## config.mk

```make
export PLATFORM = sky130hd
export DESIGN_NAME = stx_etx_dle_frame_decoder
export DESIGN_NICKNAME = d
export VERILOG_FILES = /design/src/rtl/core/sedf_pkg.sv /design/src/rtl/core/sedf_front.sv /design/src/rtl/core/sedf_queue.sv /design/src/rtl/core/sedf_back.sv /design/src/rtl/core/stx_etx_dle_frame_decoder.sv
export SDC_FILE = /design/constraint.sdc
export NUM_CORES = 1
export LEC_CHECK = 0
export BUFFER_PORTS_ARGS = -buffer_cell sky130_fd_sc_hd__buf_2
export CORE_MARGIN = 2
export CORE_UTILIZATION = 33
export DETAILED_ROUTE_END_ITERATION = 12
export PLACE_DENSITY = 0.61
export SYNTH_ARGS = -nofsm -noshare
export SYNTH_HDL_FRONTEND = slang
export SYNTH_HIERARCHICAL = 1
export SYNTH_SLANG_ARGS = --single-unit
```

## constraint.sdc

```tcl
create_clock -name clk -period 2.92 [get_ports clk]
set_clock_uncertainty 0.15 [all_clocks]
set_input_delay 0.146 -clock clk [delete_from_list [all_inputs] [get_ports clk]]
set_output_delay 0.146 -clock clk [all_outputs]
set_load 0.03 [all_outputs]
```

## src/rtl/core/sedf_pkg.sv

```systemverilog
// Shared types and constants for the STX/ETX/DLE frame decoder.
package sedf_pkg;

	localparam int unsigned BYTE_W   = 8;
	localparam int unsigned STATUS_W = 2;
	localparam int unsigned REG_IDX_W = 2;

	// Register indexes on the configuration port (word address bits).
	localparam logic [REG_IDX_W-1:0] REG_START  = 2'd0;
	localparam logic [REG_IDX_W-1:0] REG_END    = 2'd1;
	localparam logic [REG_IDX_W-1:0] REG_ESCAPE = 2'd2;

	// Reset values of the codes.
	localparam logic [BYTE_W-1:0] START_CODE_RST  = 8'h02;
	localparam logic [BYTE_W-1:0] END_CODE_RST    = 8'h03;
	localparam logic [BYTE_W-1:0] ESCAPE_CODE_RST = 8'h10;

	// Frame status codes.
	localparam logic [STATUS_W-1:0] ST_OK        = 2'd0;
	localparam logic [STATUS_W-1:0] ST_BAD_START = 2'd1;
	localparam logic [STATUS_W-1:0] ST_BAD_CHECK = 2'd2;

	// Result kinds.
	localparam logic KIND_PAYLOAD = 1'b0;
	localparam logic KIND_STATUS  = 1'b1;

	// Operations handed from the classifier to the executor.
	typedef enum logic [2:0] {
		OP_OPEN  = 3'd0, // first byte of a frame, carries the bad-start flag
		OP_STUFF = 3'd1, // escape byte: folded into the check, no output
		OP_CLOSE = 3'd2, // end code: folded into the check, no output
		OP_DATA  = 3'd3, // payload byte: folded into the check and emitted
		OP_CHECK = 3'd4  // check byte: compared and frame status emitted
	} op_t;

	typedef struct packed {
		op_t               op;
		logic [BYTE_W-1:0] data;
		logic              bad_start;
	} op_item_t;

	typedef struct packed {
		logic [BYTE_W-1:0] start_code;
		logic [BYTE_W-1:0] end_code;
		logic [BYTE_W-1:0] escape_code;
	} codes_t;

	typedef struct packed {
		logic full;
		logic not_empty;
	} queue_status_t;

endpackage

```

## src/rtl/core/sedf_front.sv

```systemverilog
// Front part: tracks framing and escapes and classifies each received byte.
module sedf_front
	import sedf_pkg::*;
(
	input  logic              clk,
	input  logic              arst_n,
	input  logic              take,
	input  logic [BYTE_W-1:0] rx_byte,
	input  codes_t            codes,
	output op_item_t          item
);

	typedef enum logic [2:0] {
		PH_IDLE  = 3'b001,
		PH_DATA  = 3'b010,
		PH_CHECK = 3'b100
	} phase_t;

	phase_t phase_q, phase_d;
	logic   escape_q, escape_d;

	always_comb begin
		phase_d        = phase_q;
		escape_d       = escape_q;
		item.op        = OP_OPEN;
		item.data      = rx_byte;
		item.bad_start = 1'b0;
		unique case (phase_q)
			PH_IDLE: begin
				item.op        = OP_OPEN;
				item.bad_start = (rx_byte != codes.start_code);
				escape_d       = 1'b0;
				phase_d        = PH_DATA;
			end
			PH_DATA: begin
				// The escape test comes before the end test.
				priority if (escape_q) begin
					item.op  = OP_DATA;
					escape_d = 1'b0;
				end else if (rx_byte == codes.escape_code) begin
					item.op  = OP_STUFF;
					escape_d = 1'b1;
				end else if (rx_byte == codes.end_code) begin
					item.op = OP_CLOSE;
					phase_d = PH_CHECK;
				end else begin
					item.op = OP_DATA;
				end
			end
			PH_CHECK: begin
				item.op = OP_CHECK;
				escape_d = 1'b0;
				phase_d = PH_IDLE;
			end
			default: begin
				item.op = OP_OPEN;
				phase_d = PH_IDLE;
			end
		endcase
	end

	always_ff @(posedge clk or negedge arst_n) begin
		if (!arst_n) begin
			phase_q  <= PH_IDLE;
			escape_q <= 1'b0;
		end else if (take) begin
			phase_q  <= phase_d;
			escape_q <= escape_d;
		end
	end

endmodule

```

## src/rtl/core/sedf_queue.sv

```systemverilog
// Short FIFO of classified operations between the front and back parts.
module sedf_queue
	import sedf_pkg::*;
#(
	parameter int unsigned DEPTH = 2
) (
	input  logic          clk,
	input  logic          arst_n,
	input  logic          push,
	input  op_item_t      push_item,
	input  logic          pop,
	output op_item_t      head,
	output queue_status_t status
);

	localparam int unsigned PTR_W = (DEPTH > 1) ? $clog2(DEPTH) : 1;
	localparam int unsigned CNT_W = $clog2(DEPTH + 1);
	localparam logic [PTR_W-1:0] LAST = PTR_W'(DEPTH - 1);
	localparam logic [CNT_W-1:0] FULL_CNT = CNT_W'(DEPTH);

	op_item_t         mem_q [DEPTH];
	logic [PTR_W-1:0] wr_ptr_q;
	logic [PTR_W-1:0] rd_ptr_q;
	logic [CNT_W-1:0] count_q;
	logic             do_push;
	logic             do_pop;

	assign status.full      = (count_q == FULL_CNT);
	assign status.not_empty = (count_q != '0);
	assign do_push = push && !status.full;
	assign do_pop  = pop && status.not_empty;
	assign head    = mem_q[rd_ptr_q];

	always_ff @(posedge clk) begin
		if (do_push) begin
			mem_q[wr_ptr_q] <= push_item;
		end
	end

	always_ff @(posedge clk or negedge arst_n) begin
		if (!arst_n) begin
			wr_ptr_q <= '0;
			rd_ptr_q <= '0;
			count_q  <= '0;
		end else begin
			if (do_push) begin
				wr_ptr_q <= (wr_ptr_q == LAST) ? '0 : wr_ptr_q + 1'b1;
			end
			if (do_pop) begin
				rd_ptr_q <= (rd_ptr_q == LAST) ? '0 : rd_ptr_q + 1'b1;
			end
			if (do_push && !do_pop) begin
				count_q <= count_q + 1'b1;
			end else if (do_pop && !do_push) begin
				count_q <= count_q - 1'b1;
			end
		end
	end

endmodule

```

## src/rtl/core/sedf_back.sv

```systemverilog
// Back part: runs the XOR check, builds results and holds the output register.
module sedf_back
	import sedf_pkg::*;
(
	input  logic                clk,
	input  logic                arst_n,
	input  op_item_t            head,
	input  logic                head_valid,
	output logic                pop,
	output logic                out_valid,
	input  logic                out_stall,
	output logic                result_kind,
	output logic [BYTE_W-1:0]   payload_value,
	output logic [STATUS_W-1:0] frame_status
);

	logic [BYTE_W-1:0]   xor_q;
	logic                seen_q;
	logic                missing_q;
	logic                out_valid_q;
	logic                kind_q;
	logic [BYTE_W-1:0]   value_q;
	logic [STATUS_W-1:0] status_q;

	logic                emits;
	logic                slot_free;
	logic [BYTE_W-1:0]   expect_check;
	logic [STATUS_W-1:0] status_d;

	assign emits     = (head.op == OP_DATA) || (head.op == OP_CHECK);
	assign slot_free = !out_valid_q || !out_stall;
	assign pop       = head_valid && (!emits || slot_free);

	assign expect_check = seen_q ? xor_q : '0;

	always_comb begin
		priority if (missing_q) begin
			status_d = ST_BAD_START;
		end else if (expect_check != head.data) begin
			status_d = ST_BAD_CHECK;
		end else begin
			status_d = ST_OK;
		end
	end

	always_ff @(posedge clk or negedge arst_n) begin
		if (!arst_n) begin
			xor_q       <= '0;
			seen_q      <= 1'b0;
			missing_q   <= 1'b0;
			out_valid_q <= 1'b0;
		end else begin
			if (pop && emits) begin
				out_valid_q <= 1'b1;
			end else if (!out_stall) begin
				out_valid_q <= 1'b0;
			end
			if (pop) begin
				unique case (head.op)
					OP_OPEN: begin
						xor_q     <= '0;
						seen_q    <= 1'b0;
						missing_q <= head.bad_start;
					end
					OP_STUFF: begin
						xor_q  <= xor_q ^ head.data;
						seen_q <= 1'b1;
					end
					OP_CLOSE: begin
						xor_q <= xor_q ^ head.data;
					end
					OP_DATA: begin
						xor_q  <= xor_q ^ head.data;
						seen_q <= 1'b1;
					end
					OP_CHECK: begin
						xor_q     <= '0;
						seen_q    <= 1'b0;
						missing_q <= 1'b0;
					end
					default: begin
						xor_q <= xor_q;
					end
				endcase
			end
		end
	end

	always_ff @(posedge clk) begin
		if (pop && emits) begin
			if (head.op == OP_CHECK) begin
				kind_q   <= KIND_STATUS;
				value_q  <= '0;
				status_q <= status_d;
			end else begin
				kind_q   <= KIND_PAYLOAD;
				value_q  <= head.data;
				status_q <= ST_OK;
			end
		end
	end

	assign out_valid     = out_valid_q;
	assign result_kind   = kind_q;
	assign payload_value = value_q;
	assign frame_status  = status_q;

endmodule

```

## src/rtl/core/stx_etx_dle_frame_decoder.sv

```systemverilog
// Top level of the STX/ETX/DLE byte-stuffed frame decoder with XOR check.
//
//  Channel   Direction  Handshake             Payload
//  input     in         in_valid / in_stall   rx_byte
//  output    out        out_valid / out_stall result_kind, payload_value, frame_status
//  config    in         APB write/read        start_code, end_code, escape_code
//
// One raw byte can be accepted every cycle. A byte is classified in the cycle
// of its transaction and its operation lands in a two-entry queue; the back
// part drains one operation per cycle while the output register can take it,
// so a payload byte or a frame status reaches the output register only after
// its operation has passed through the queue. The input stalls only when the
// queue is full, which can happen when the output side stalls. After reset
// the codes hold STX, ETX and DLE and the decoder waits for the first byte of
// a frame.
module stx_etx_dle_frame_decoder
	import sedf_pkg::*;
#(
	parameter int unsigned QUEUE_DEPTH = 2
) (
	input  logic                clk,
	input  logic                arst_n,
	// Received byte stream.
	input  logic                in_valid,
	output logic                in_stall,
	input  logic [7:0]          rx_byte,
	// Decoded results.
	output logic                out_valid,
	input  logic                out_stall,
	output logic                result_kind,
	output logic [7:0]          payload_value,
	output logic [1:0]          frame_status,
	// Configuration port.
	input  logic                psel,
	input  logic                penable,
	input  logic                pwrite,
	input  logic [3:0]          paddr,
	input  logic [31:0]         pwdata,
	output logic [31:0]         prdata,
	output logic                pready
);

	codes_t        codes_q;
	logic          cfg_write;
	logic [REG_IDX_W-1:0] reg_idx;

	logic          take;
	op_item_t      front_item;
	op_item_t      head;
	queue_status_t q_status;
	logic          pop;

	// Configuration registers. Writes must be made only while the decoder is
	// idle (not enforced); they take effect directly on the front part's comparisons.
	assign pready    = 1'b1;
	assign reg_idx   = paddr[3:2];
	assign cfg_write = psel && penable && pwrite && pready;

	always_ff @(posedge clk or negedge arst_n) begin
		if (!arst_n) begin
			codes_q.start_code  <= START_CODE_RST;
			codes_q.end_code    <= END_CODE_RST;
			codes_q.escape_code <= ESCAPE_CODE_RST;
		end else if (cfg_write) begin
			unique case (reg_idx)
				REG_START:  codes_q.start_code  <= pwdata[7:0];
				REG_END:    codes_q.end_code    <= pwdata[7:0];
				REG_ESCAPE: codes_q.escape_code <= pwdata[7:0];
				default:    codes_q             <= codes_q;
			endcase
		end
	end

	always_comb begin
		unique case (reg_idx)
			REG_START:  prdata = {24'd0, codes_q.start_code};
			REG_END:    prdata = {24'd0, codes_q.end_code};
			REG_ESCAPE: prdata = {24'd0, codes_q.escape_code};
			default:    prdata = '0;
		endcase
	end

	// A transaction on the input is taken whenever the queue has room.
	assign in_stall = q_status.full;
	assign take     = in_valid && !in_stall;

	sedf_front u_front (
		.clk     (clk),
		.arst_n  (arst_n),
		.take    (take),
		.rx_byte (rx_byte),
		.codes   (codes_q),
		.item    (front_item)
	);

	sedf_queue #(
		.DEPTH (QUEUE_DEPTH)
	) u_queue (
		.clk       (clk),
		.arst_n    (arst_n),
		.push      (take),
		.push_item (front_item),
		.pop       (pop),
		.head      (head),
		.status    (q_status)
	);

	sedf_back u_back (
		.clk           (clk),
		.arst_n        (arst_n),
		.head          (head),
		.head_valid    (q_status.not_empty),
		.pop           (pop),
		.out_valid     (out_valid),
		.out_stall     (out_stall),
		.result_kind   (result_kind),
		.payload_value (payload_value),
		.frame_status  (frame_status)
	);

endmodule
```

==> results.txt, run 1 <==
VDD sags by at most 0.464 mV. Clock-pin slew was measured on the worst setup and hold paths at 0.06 ns. The Yosys step of the flow raised 6 warnings. Number of standard cells after synthesis: 339. The path with the worst hold slack has its endpoint at u_front/phase_q[0].

Count of nets left with antenna violations after detail routing: 0. The power density over the cells works out to 991 nW/µm². TritonCTS built the clock tree. Summing the areas of all and, or, nand and nor instances in the mapped netlist gives 9.08% of the synthesized area.

The floorplan step defined a die boundary enclosing 13200 µm². In the routed design, unresolved DRC markers number 0. The arrival time of data at the critical path endpoint came out at 2.57 ns. The run gives 4070 µm² as the synthesized cell area. The maximum number of pins on one net before global-route repair was 44.

The later pin in the worst-skew pair is clocked with a latency of 0.33 ns. Setup slack on the worst flop-to-flop path: 0.42 ns. The run gives 0 ns as the total negative setup slack. After layout, the minimum clock period comes to 2.50 ns.

The total area inside the core boundary comes to 12000 µm². After legalization and detailed placement, the total HPWL measured 5610 µm. By area the synthesized netlist is led by sky130_fd_sc_hd__edfxtp_1 (26%), sky130_fd_sc_hd__dfrtp_1 (23%), sky130_fd_sc_hd__mux2_2 (7.8%), sky130_fd_sc_hd__buf_4 (6.3%), sky130_fd_sc_hd__xor2_1 (5.2%). Hold is met by 0.107 ns. The pre-antenna-repair detailed-routing pass consisted of 5 iterations. After synthesis, the largest family of logic cells by area is multiplexers. The die width is 115 µm. The final-report setup violation count is 0, and the wire length per cell is 14.3 µm. In this run the worst hold path is classified as in2reg. Counting every sink on the clock net gives 78. The detailed router finished its first iteration with 125 violations.

Summing the areas of all compound-gate instances in the mapped netlist gives 8.22% of the synthesized area. The worst register-to-register path has a depth of 9. Total count of max-transition violations in the final report: 0. Based on the critical path, the design can be clocked at up to 401 MHz. Number of vias per cell after detailed routing: 4.79. Routability-driven placement finished with a final weighted congestion of 0.748. The number of enable-type register cells in the synthesized netlist works out to 35. Once the clock tree was built, the resizer swapped 0 gates to a different size. The critical path required time is 2.99 ns, and the final net count is 449. Setup repair after global routing left no endpoint under its margin. The most common flop cell mapped by yosys was sky130_fd_sc_hd__dfrtp_1.

The logs give 0 for the initial antenna violation count and 2.06 nW for the leakage power of the design. Counting tap cells, the placed design contains a total of 515 instances. The design draws 4.71 mW. For this block, the via count after detailed routing is 2627. Measured along the y axis, the die boundary spans 115 µm.

The xor and xnor fraction of the mapped netlist area is 7.54%, and the cell row count is 40. The logs give 7850 µm for the total routed wirelength and 549 for the final non-filler cell total. Summing all placed instances gives a cell area of 4270 µm². In this run the tool buffered the top-level ports with 45 buffer cells.

The netlist uses 52 different library cells. With fillers left out, the area of the finished cells amounts to 4760 µm². From synthesis to final layout, the design area changed by 17.0%. The initial utilization of the core area, before any placement, comes to 33.9%. The launch instance of the worst register-to-register path is u_queue/rd_ptr_q. For this run, asynchronously set or reset flops after synthesis account for 55.1%. In this run the most critical hold path is launched from in_valid. The total clock buffers created by CTS is 9. The run finished with clean final reports. The critical path endpoint category was a flip-flop. Along the worst hold path, the cell count comes to 4. The proportion of netlist area held by the largest area contributor was 25.8%. The category of the most critical setup path is reg2reg. After global routing the overflow that remains totals 0. The run gives 2615 as the via count of the first global-routing pass. The repair_antennas step left the layout with diodes totalling 0. During I/O placement, the number of pins put on the boundary was 97. A synthesized cell averages 12.0 µm². In the global route stage, overall resource usage came out at 12.6%.

Number of hold violations in the final report: 0. Headroom to the max-slew limit came out at 32.4%. Of the total synthesized cell area, the portion taken by full adders, half adders and majority gates is 0.308%.

The post-route fraction of the period consumed by the critical path came out at 85.5%. For the global-route wire length before repair, the log shows 12900 µm. Along the worst path, the maximum fanout reaches 6.

The clock passes through at most 2 buffers. Max-cap violations in this run came to 0. Cells with a size suffix above 1 make up 28.4% of the layout.

In the synthesized netlist, mux cells make up 12.7% of the area. The root cell of the clock tree is sky130_fd_sc_hd__clkbuf_16. The number of levels in the clock H-tree is 3. The largest total area in the synthesized netlist belongs to sky130_fd_sc_hd__edfxtp_1. The number of storage elements in the synthesis netlist works out to 78. The slew of the pin with the lowest slew margin was 1.01 ns.

The worst setup path is launched from a flip-flop. The tools report the worst reg2reg path endpoint as u_queue/count_q[1]. Sequential elements use 52.5% of the synthesized area.
-- cell type report --
cell class              instances  area (µm²)
flip-flops and latches         78        2130
clock inverters                 3        43.8
multi-input cells             223        1630
clock buffers                  13         260
repair buffers                 67         435
inverters                      18        67.6
fillers                      1145        7260
well taps                     147         184
-- sequential cells by signal, indices dropped and copies added, names as in the netlist, 2 cells and up --
signal / cells
u_front/phase_q: 3
u_back/xor_q: 8
codes_q: 24
u_queue/count_q: 2
u_back/frame_status: 2
u_back/payload_value: 8
u_queue/mem_q: 24
-- how the worst max path moves through the flow --
stage                     start            endpoint  slack, ns  cells after the start
2_1_floorplan  u_queue/rd_ptr_q  u_queue/count_q[1]       0.37                     11
3_3_place_gp   u_queue/rd_ptr_q  u_queue/count_q[1]       0.49                      9
3_5_place_dp   u_queue/rd_ptr_q  u_queue/count_q[1]       0.45                      9
4_1_cts        u_queue/rd_ptr_q  u_queue/count_q[1]       0.42                      9
5_1_grt        u_queue/rd_ptr_q  u_queue/count_q[1]       0.28                      9
6_report       u_queue/rd_ptr_q  u_queue/count_q[1]       0.42                      9
-- placed cells by master (no fill, tap or decap), drive strengths merged, types with 3 or more instances in the layout --
cell type and n:
a31oi 11, dfrtp 38, buf 49, nor2b 3, edfxtp 35, nand2 20
dlygate4sd3 18, a21oi 10, conb 25, or2 3, nor4 5, mux2 36
nand3 5, xor2 24, xnor2 11, dfstp 5, o21ai 19, inv 17
nor2 15, clkbuf 13, mux2i 8, clkinv 3
-- power breakdown --
group,leakage [nW],internal (mW),switching [mW],total [mW]
combinational,1.07,0.706,1.06,1.76
sequential,0.841,1.59,0.241,1.83
clock,0.150,0.708,0.409,1.12
-- cells by family (layout without fill, tap and decap cells) --
family	Yosys count	after routing
flip-flops	78	78
XOR/XNOR	35	35
AND/OR/NAND/NOR	64	64
multiplexers	44	44
other	2	25
buffers and inverters	61	101
AO/OA/AOI/OAI	54	54
adder cells (fa/ha/maj)	1	1
-- cells in the mapped netlist, drive strengths merged (2+ instances only) --
| cell | instances |
|---|---|
| a21oi | 10 |
| or2 | 3 |
| or3b | 2 |
| edfxtp | 35 |
| a31oi | 11 |
| nand2b | 2 |
| nor3b | 2 |
| conb | 2 |
| mux2 | 36 |
| buf | 39 |
| clkbuf | 4 |
| a311oi | 2 |
| o21a | 2 |
| xor2 | 24 |
| dfrtp | 38 |
| xnor2 | 11 |
| nand2 | 20 |
| mux2i | 8 |
| a221oi | 2 |
| o21ai | 19 |
| nor2b | 3 |
| inv | 17 |
| nor4 | 5 |
| nand3 | 5 |
| nor2 | 15 |
| dfstp | 5 |
-- per-layer routing --
layer / global-route usage (%) / wire length, µm
met5: 0 / 0
met4: 2.65 / 46
met3: 5.01 / 446
met2: 20.5 / 3770
met1: 16.1 / 3580
-- critical path, cell delays in order (launching register included) --
cell and delay (ns):
sky130_fd_sc_hd__dfrtp_1 0.43, sky130_fd_sc_hd__mux2_2 0.41, sky130_fd_sc_hd__or3b_4 0.43, sky130_fd_sc_hd__o21a_1 0.15
sky130_fd_sc_hd__o21a_1 0.22, sky130_fd_sc_hd__nand2_2 0.09, sky130_fd_sc_hd__ha_1 0.16, sky130_fd_sc_hd__xor2_1 0.15
sky130_fd_sc_hd__nor2_1 0.06, sky130_fd_sc_hd__xor2_1 0.13
-- metrics by stage --
| stage | setup slack [ns] | util [%] |
|---|---|---|
| after CTS | 0.416 | 39.6 |
| after detailed placement | 0.447 | 35.6 |
| after global placement | 0.494 | 35.6 |
| final | 0.423 | 39.6 |
| after global routing | 0.277 | 39.6 |
| after floorplan | 0.375 | - |
-- repair_timing --
action	4_1_cts	5_1_grt
setup buffers	0	0
hold buffers	18	0
endpoints found under the hold margin	79	0
Power figures use the tool's default switching activity.
==> run 2: changes to the inputs <==
--- a/config.mk
+++ b/config.mk
@@ -9,8 +9,6 @@
 export CORE_MARGIN = 2
 export CORE_UTILIZATION = 33
 export DETAILED_ROUTE_END_ITERATION = 12
-export PLACE_DENSITY = 0.61
 export SYNTH_ARGS = -nofsm -noshare
 export SYNTH_HDL_FRONTEND = slang
-export SYNTH_HIERARCHICAL = 1
 export SYNTH_SLANG_ARGS = --single-unit
==> run 2 against run 1 <==
Net effect:
- design area rose by 0.39%
- sequential power increased by 2%
- routed wire length shrank 1.1%
- via count about the same
- final cell count grew 1.3%
- count of clock-buffer cells in the layout is 2 lower
- combinational power barely moved
- hold slack worse by 0.048 ns
- synthesized cell count down 0.88%
- critical path type unchanged
- critical endpoint is now u_back.frame_status[1]
==> results.txt, run 2 <==
The critical path in this run is classified as reg2reg. After synthesis, the cell types taking the most area are sky130_fd_sc_hd__edfxtp_1 (26%), sky130_fd_sc_hd__dfrtp_1 (24%), sky130_fd_sc_hd__mux2_2 (7.0%), sky130_fd_sc_hd__buf_4 (4.7%), sky130_fd_sc_hd__xor2_1 (4.6%). Kind of cell adding the most delay to the critical path: flip-flops. The tools report the synthesized cell area as 4010 µm².

The tree is rooted in a sky130_fd_sc_hd__clkbuf_16. In the final layout, the share of cells above drive strength 1 is 27.1%. Following the worst setup path forward leads to its endpoint at u_back.frame_status[1].

Synthesis produced 336 cells. The area occupied by multi-input gates is 1660 µm². Setup violations remaining at the end of the flow were counted as 0. The library cells used most frequently in the layout, excluding fill and tap cells, are sky130_fd_sc_hd__buf_2 (45), sky130_fd_sc_hd__dfrtp_1 (38), sky130_fd_sc_hd__edfxtp_1 (35). The slowest stage cell on the critical path was sky130_fd_sc_hd__dfrtp_1. After the first detailed-routing iteration, the DRC count stood at 59. The number of storage elements in the synthesis netlist works out to 78. For the warning count from the yosys run, the log shows 0.

In the final routed layout, each cell accounts on average for 14.0 µm. Once layout is complete, the cells apart from fillers number 556. In this run the worst path has a maximum fanout of 11. Across all register-to-register paths, the minimum setup slack is 0.51 ns. The run finished with clean final reports.

Entering global routing, the biggest net connects 44 pins. Cell taking the most area after synthesis: sky130_fd_sc_hd__edfxtp_1. Once placement finished, the instance area stood at 4300 µm².

The run gives 0 as the number of instances resized during post-cts repair. The worst supply voltage drop on vdd was 0.364 mV; the via count of the first global-routing pass was 2658. The initial utilization of the core area, before any placement, comes to 33.6%. The final standard cell area without fillers was 4770 µm²; the number of vias per cell after detailed routing was 4.72. The number of hold violations in the final report came out at 0.

The logs give 2 for the worst-case clock buffer depth and 0 for the count of nets left with antenna violations after detail routing. After synthesis, the most frequently instantiated cells are sky130_fd_sc_hd__dfrtp_1 (38), sky130_fd_sc_hd__edfxtp_1 (35), sky130_fd_sc_hd__nor2_1 (29). After detailed routing, the number of remaining DRC violations is 0. The number of enable-type register cells in the synthesized netlist works out to 35. In the synthesized netlist the async set-or-reset flop fraction comes to 55.1%. Each instance of the synthesized netlist takes up on average 11.9 µm². The power density over the cells is 993 nW/µm², and the arrival time of data at the critical path endpoint is 2.34 ns. Counting I/O delays and the setup requirement, the final critical path takes 2.41 ns. The clock reaches the later pin of the worst-skew pair after 0.33 ns. The leading cell type by number of instances after synthesis is sky130_fd_sc_hd__dfrtp_1.

The first detailed-routing pass took 4 iterations. Detailed placement finished with a half-perimeter wire length of 5540 µm. After the last flow step, the layout net total stands at 456.

The post-route fraction of the period consumed by the critical path works out to 82.6%. CTS saw 78 sinks. The port buffer count is 45, and the global-route wire length before repair is 12800 µm. 0 antenna diodes ended up in the layout.

The portion of the post-synthesis area used by sequential elements is 53.2%, and the leakage power of the design is 2.01 nW. The run gives 0 as the number of maximum-capacitance violations. STA classifies the critical path startpoint as a flip-flop.

Routability-driven placement finished with a final weighted congestion of 0.752. The worst hold path belongs to the class in2reg. Counting cells, the worst reg-to-reg path comes to 6. The run gives 11900 µm² as the floorplan core area.

The relative slew slack came out at 31.5%. In this run, distinct cell masters in the synthesized netlist total 47. Total count of max-transition violations in the final report: 0. Walking the worst path, the cells encountered are buf_12 > mux2i_1 > xor2_1 > and4_1 > a21oi_1 > o211a_1. The final global-route overflow total was 0. Summing over every cut layer, the via total after detailed routing is 2626. The most used flip-flop cell after synthesis is sky130_fd_sc_hd__dfrtp_1. After clock tree synthesis, the clock-pin slew on the worst setup and hold paths is 0.06 ns. The footprint of the flip-flops and latches is 2130 µm², and the number of ports placed on the die boundary is 97.

For the pin with the worst max-slew slack, the measured transition is 1.03 ns. CTS built an H-tree with a depth of 3. Leaving out fill and tap cells, the most frequent cell in the layout is sky130_fd_sc_hd__buf_2.

The die width works out to 114 µm. In this run the critical register-to-register path is launched from u_queue.rd_ptr_q. The critical path launch point was u_queue.rd_ptr_q. Counting tap cells, the placed design contains a total of 523 instances. TritonCTS built the clock tree. The floorplan step defined a die boundary enclosing 13000 µm². Global routing consumed, over all layers together, 12.6% of the routing resources. Setup total negative slack on the finished layout was measured at 0 ns. Timing would allow up to 415 MHz. Once the clock tree was built, the setup fixing pass inserted 0 buffers. Counting the fill cells in the layout gives 1135. Once layout is complete, the utilization of the core stands at 40.1%. For this run, the slowest stage of the critical path takes 0.60 ns. The endpoint identified for the worst register-to-register timing path is u_back.frame_status[1]. STA classifies the critical path endpoint as a flip-flop. Total stage count of the critical path: 6.

The largest registers in the layout are codes_q x24, u_queue.mem_q x24. Setup repair after global routing left no endpoint under its margin. The total routed wirelength was 7760 µm. The total clock buffers created by CTS came out at 9.

For the critical path required time, the log shows 2.85 ns. The die is 114 µm tall. The growth of design area from synthesis to finish came out at 19.2%.

After synthesis, the largest area contributor takes up 26.2% of total cell area. The initialized floorplan defines 40 standard-cell rows. For the initial antenna violation count, the log shows 0. The number of buffers and inverters on the critical path was 1.
## run 2: metal layers
metal / track usage (%) / wire length (µm) / up-vias
li1: - / - / 1268
met1: 16.1 / 3570 / 1272
met2: 21.3 / 3740 / 76
met3: 2.91 / 358 / 10
met4: 3.66 / 91 / 0
met5: 0 / 0 / -
## run 2: worst reg2reg max path: cells and delay by family, from the launching register on
family / cells / cell delay (ns)
flip-flops: 1 / 0.60
multiplexers: 1 / 0.45
AO/OA/AOI/OAI: 2 / 0.30
XOR/XNOR: 1 / 0.24
buffers and inverters: 1 / 0.22
AND/OR/NAND/NOR: 1 / 0.22
## run 2: worst min path at each step
| stage | from | endpoint | slack (ns) | cells past startpoint |
|---|---|---|---|---|
| after floorplan | arst_n | codes_q[0] | -0.30 | 0 |
| after global placement | arst_n | codes_q[13] | 0.20 | 1 |
| after detailed placement | arst_n | codes_q[13] | 0.22 | 1 |
| after CTS | out_stall | u_back.out_valid | 0.04 | 3 |
| after global routing | out_stall | u_back.out_valid | 0.1 | 3 |
| final | out_stall | u_back.out_valid | 0.06 | 3 |
## run 2: power breakdown
| part | switching [mW] | total, mW | internal, mW | leakage, nW |
|---|---|---|---|---|
| registers | 0.278 | 1.87 | 1.59 | 0.847 |
| clock network | 0.435 | 1.09 | 0.655 | 0.147 |
| logic | 1.06 | 1.79 | 0.722 | 1.02 |
| total | 1.78 | 4.74 | 2.97 | 2.01 |
## run 2: final cells by class
cell class,count,share of cell area (%)
Sequential cell,78,44.7
Tap cell,147,3.85
Timing Repair Buffer,67,9.33
Multi-Input combinational cell,234,34.7
Inverter,14,1.10
Clock buffer,11,5.53
Clock inverter,5,0.839
## run 2: through the flow
step           total power [mW]  setup WS [ns]  hold slack [ns]
2_1_floorplan              3.28          0.697           -0.300
3_3_place_gp               3.59          0.614            0.204
3_5_place_dp               3.66          0.554            0.224
4_1_cts                    4.80          0.504           0.0436
5_1_grt                    5.03          0.376           0.0959
6_report                   4.74          0.509           0.0595
## run 2: repair_timing
| item | 4_1_cts | 5_1_grt |
|---|---|---|
| setup endpoints to repair | 0 | 0 |
| endpoints found under the hold margin | 78 | 0 |
| hold buffers | 17 | 0 |
## run 2: cells by family (layout without fill, tap and decap cells)
family,count (synthesis),count (layout),synth area share [%]
compound gates,48,48,7.37
simple gates,76,76,9.18
other cells,2,25,0.187
xor+xnor,37,37,8.09
mux,47,47,14.0
buf+inv,47,97,7.59
flops,78,78,53.2
fa+ha+maj,1,1,0.312
==> run 3: changes to the inputs <==
==> constraint.sdc (replaced) <==
create_clock -name clk -period 2.1 [get_ports clk]
set_clock_uncertainty 0.15 [all_clocks]
set_input_delay 0.105 -clock clk [delete_from_list [all_inputs] [get_ports clk]]
set_output_delay 0.105 -clock clk [all_outputs]
set_load 0.03 [all_outputs]
==> run 3 against run 2 <==
Net effect:
- sequential share of layout area decreased by 2.2 points
- critical path type unchanged
- power is 48% higher
- largest power group is now combinational logic
- global-route usage is 0.13 points lower
==> results.txt, run 3 (same netlist as run 2, synthesis figures left out) <==
The cell row count was 40; the largest stage delay on the critical path was 0.45 ns. The most critical setup path has its startpoint at u_queue.rd_ptr_q. The library cell used most frequently in the layout, excluding fill and tap cells, is sky130_fd_sc_hd__buf_2.

Setup violations remaining at the end of the flow were counted as 0. The flow ran to the end, and the final reports show no timing, DRC or antenna violations. The worst-case IR drop observed on VDD is 0.478 mV. The number of hold violations in the final report was 0.

The clock net in this run drives a total of 78 sinks. The detailed router placed 2653 vias in this run. In the final routed layout, each cell accounts on average for 13.3 µm. Number of buffers and inverters on the critical path: 1. Count of nets left with antenna violations after detail routing: 0. The tools report the total count of max-transition violations in the final report as 0.

The critical path runs through a total of 9 cells. The post-route fraction of the period consumed by the critical path is 96.8%, and the DRC marker count from the first detailed-route iteration is 77. Initial antenna violation count: 0. For this run the aggregate overflow at the end of global routing stands at 0. The arrival time of data at the critical path endpoint is 2.08 ns. The footprint of the flip-flops and latches was 2130 µm²; the number of antenna cells inserted was 0. For the worst setup path, the data required time is 2.15 ns. The first global-routing pass estimated 12700 µm of wire. The launch instance of the worst register-to-register path is u_queue.rd_ptr_q. The worst reg2reg path endpoint is u_queue.count_q[1].

Global routing consumed, over all layers together, 12.4% of the routing resources. The run gives 2697 as the via count of the first global-routing pass. Entering global routing, the biggest net connects 23 pins. Measured in cells, the most critical reg-to-reg path has a length of 9. The layout has 1148 filler cells. At the pin with the least slew margin, the transition time is 0.626 ns. The clock latency of the later-clocked register in the worst-skew pair was 0.33 ns.

The largest registers in the layout are codes_q x24, u_queue.mem_q x24. CTS placed an instance of sky130_fd_sc_hd__clkbuf_16 at the clock tree root. Timing would allow up to 492 MHz.

Detailed placement ended at an HPWL of 5540 µm. The die width is 114 µm, and the total clock buffers created by CTS is 9. The height of the die came out at 114 µm. The relative slew slack is 58.2%, and the number of levels in the clock H-tree is 3. The dominant cell type by count on the critical path is sky130_fd_sc_hd__xor2_1. For flop-to-flop paths, the worst setup slack is 0.07 ns.

For this run, design rule violations remaining after detail routing come to 0. The worst setup path is launched from a flip-flop. The floorplan die area was 13000 µm²; the final net count was 478.

The critical path endpoint category was a flip-flop. Worst min-delay path category: in2reg. The end point of the critical path is u_queue.count_q[1]. The final standard cell area without fillers is 5020 µm², and the port buffer count is 45.

Walking the worst path, the cells encountered are buf_6 > mux2i_4 > nor3_4 > a21oi_2 > o22ai_2 > ha_1 > xor2_1 > nor2_2 > xor2_1. In this run the power density over the cells is 1400 nW/µm². The longest clock path from root to sink contains 2 buffers.

The cell area after placement came out at 4490 µm². Setup repair after global routing could not meet its margin everywhere. The number of ports placed on the die boundary is 97, and the share of cells above drive strength 1 is 32.3%.

The kind of cell with the highest combined delay along the critical path is flip-flops. In this run the static leakage power is 2.13 nW. The routed design has 7700 µm of wire. The library cells used most frequently in the layout, excluding fill and tap cells, are sky130_fd_sc_hd__buf_2 (45), sky130_fd_sc_hd__dfrtp_1 (37), sky130_fd_sc_hd__edfxtp_1 (35). The run gives 42.1% as the post-layout utilization of the core. The category of the most critical setup path is reg2reg. The initial utilization of the core area, before any placement, comes to 33.6%. The pre-antenna-repair detailed-routing pass consisted of 4 iterations. On the critical path, the stage with the largest delay is an instance of sky130_fd_sc_hd__dfrtp_2.

The number of vias per cell after detailed routing came out at 4.59. The clock period minus final worst setup slack was 2.03 ns; the placed instance count was 545. TritonCTS built the clock tree. For the floorplan core area, the log shows 11900 µm². The number of maximum-capacitance violations was 0. The finished layout holds 578 standard cells, fillers aside. The final weighted congestion in routability-driven placement was 0.743.

Summing all multi-input logic gate instances after layout gives 1690 µm². Relative to the synthesized area, the layout overhead comes to 25.3%. The register clock-pin slew on the reported worst setup and hold paths is 0.06 ns, and the biggest fanout along the worst timing path is 4.
## run 3: cell count changes in the layout (fill, tap and decap cells not counted), moves of 2 or more
cell / change
sky130_fd_sc_hd__buf_4: +18
sky130_fd_sc_hd__buf_12: +3
sky130_fd_sc_hd__mux2i_1: -2
sky130_fd_sc_hd__nor2_1: -2
## run 3: metal layers
metal	global-route usage [%]	wire (µm)
met5	0	0
met2	21.0	3740
met1	16.0	3560
met4	3.90	70
met3	2.81	333
## run 3: timing repair
item                                    4_1_cts  5_1_grt
endpoints found under the setup margin       12       14
hold buffers                                 17        0
gates resized for setup                       2       10
endpoints found under the hold margin        61        0
setup buffers                                 0        0
## run 3: area by class of cell
class                   count  share of cell area [%]
inverters                  14                    1.05
well taps                 147                    3.66
multi-input cells         234                    33.7
clock inverters             5                   0.773
clock buffers              11                    5.26
repair buffers             89                    13.0
flip-flops and latches     78                    42.5
## run 3: worst register-to-register path: stages (launching register included)
cell,delay (ns)
sky130_fd_sc_hd__dfrtp_2,0.45
sky130_fd_sc_hd__buf_6,0.15
sky130_fd_sc_hd__mux2i_4,0.20
sky130_fd_sc_hd__nor3_4,0.21
sky130_fd_sc_hd__a21oi_2,0.06
sky130_fd_sc_hd__o22ai_2,0.14
sky130_fd_sc_hd__ha_1,0.18
sky130_fd_sc_hd__xor2_1,0.18
sky130_fd_sc_hd__nor2_2,0.05
sky130_fd_sc_hd__xor2_1,0.13
## run 3: how the worst min path moves through the flow
stage,depth (start not counted),slack (ns),from,end
floorplan,0,-0.34,arst_n,codes_q[0]
global placement,1,-0.03,arst_n,codes_q[15]
detailed placement,1,-0.03,arst_n,codes_q[15]
CTS,3,0.01,out_stall,u_back.out_valid
global route,3,0.07,out_stall,u_back.out_valid
finish,3,0.04,out_stall,u_back.out_valid
## run 3: where the power goes
group          internal (mW)  total (mW)  switching, mW
clock network          0.910        1.52          0.605
logic                   1.34        2.94           1.60
registers               2.21        2.56          0.351
total                   4.46        7.02           2.56
## run 3: through the flow
step           setup slack (ns)  TNS, ns  power (mW)  hold WS [ns]
6_report                 0.0675        0        7.02        0.0401
2_1_floorplan           -0.0119  -0.0119        4.57        -0.341
4_1_cts                 0.00792        0        6.98        0.0134
3_5_place_dp           -0.00267  -0.0253        5.39       -0.0298
3_3_place_gp           -0.00339  -0.0339        5.32       -0.0317
5_1_grt                 -0.0540   -0.390        7.49        0.0717
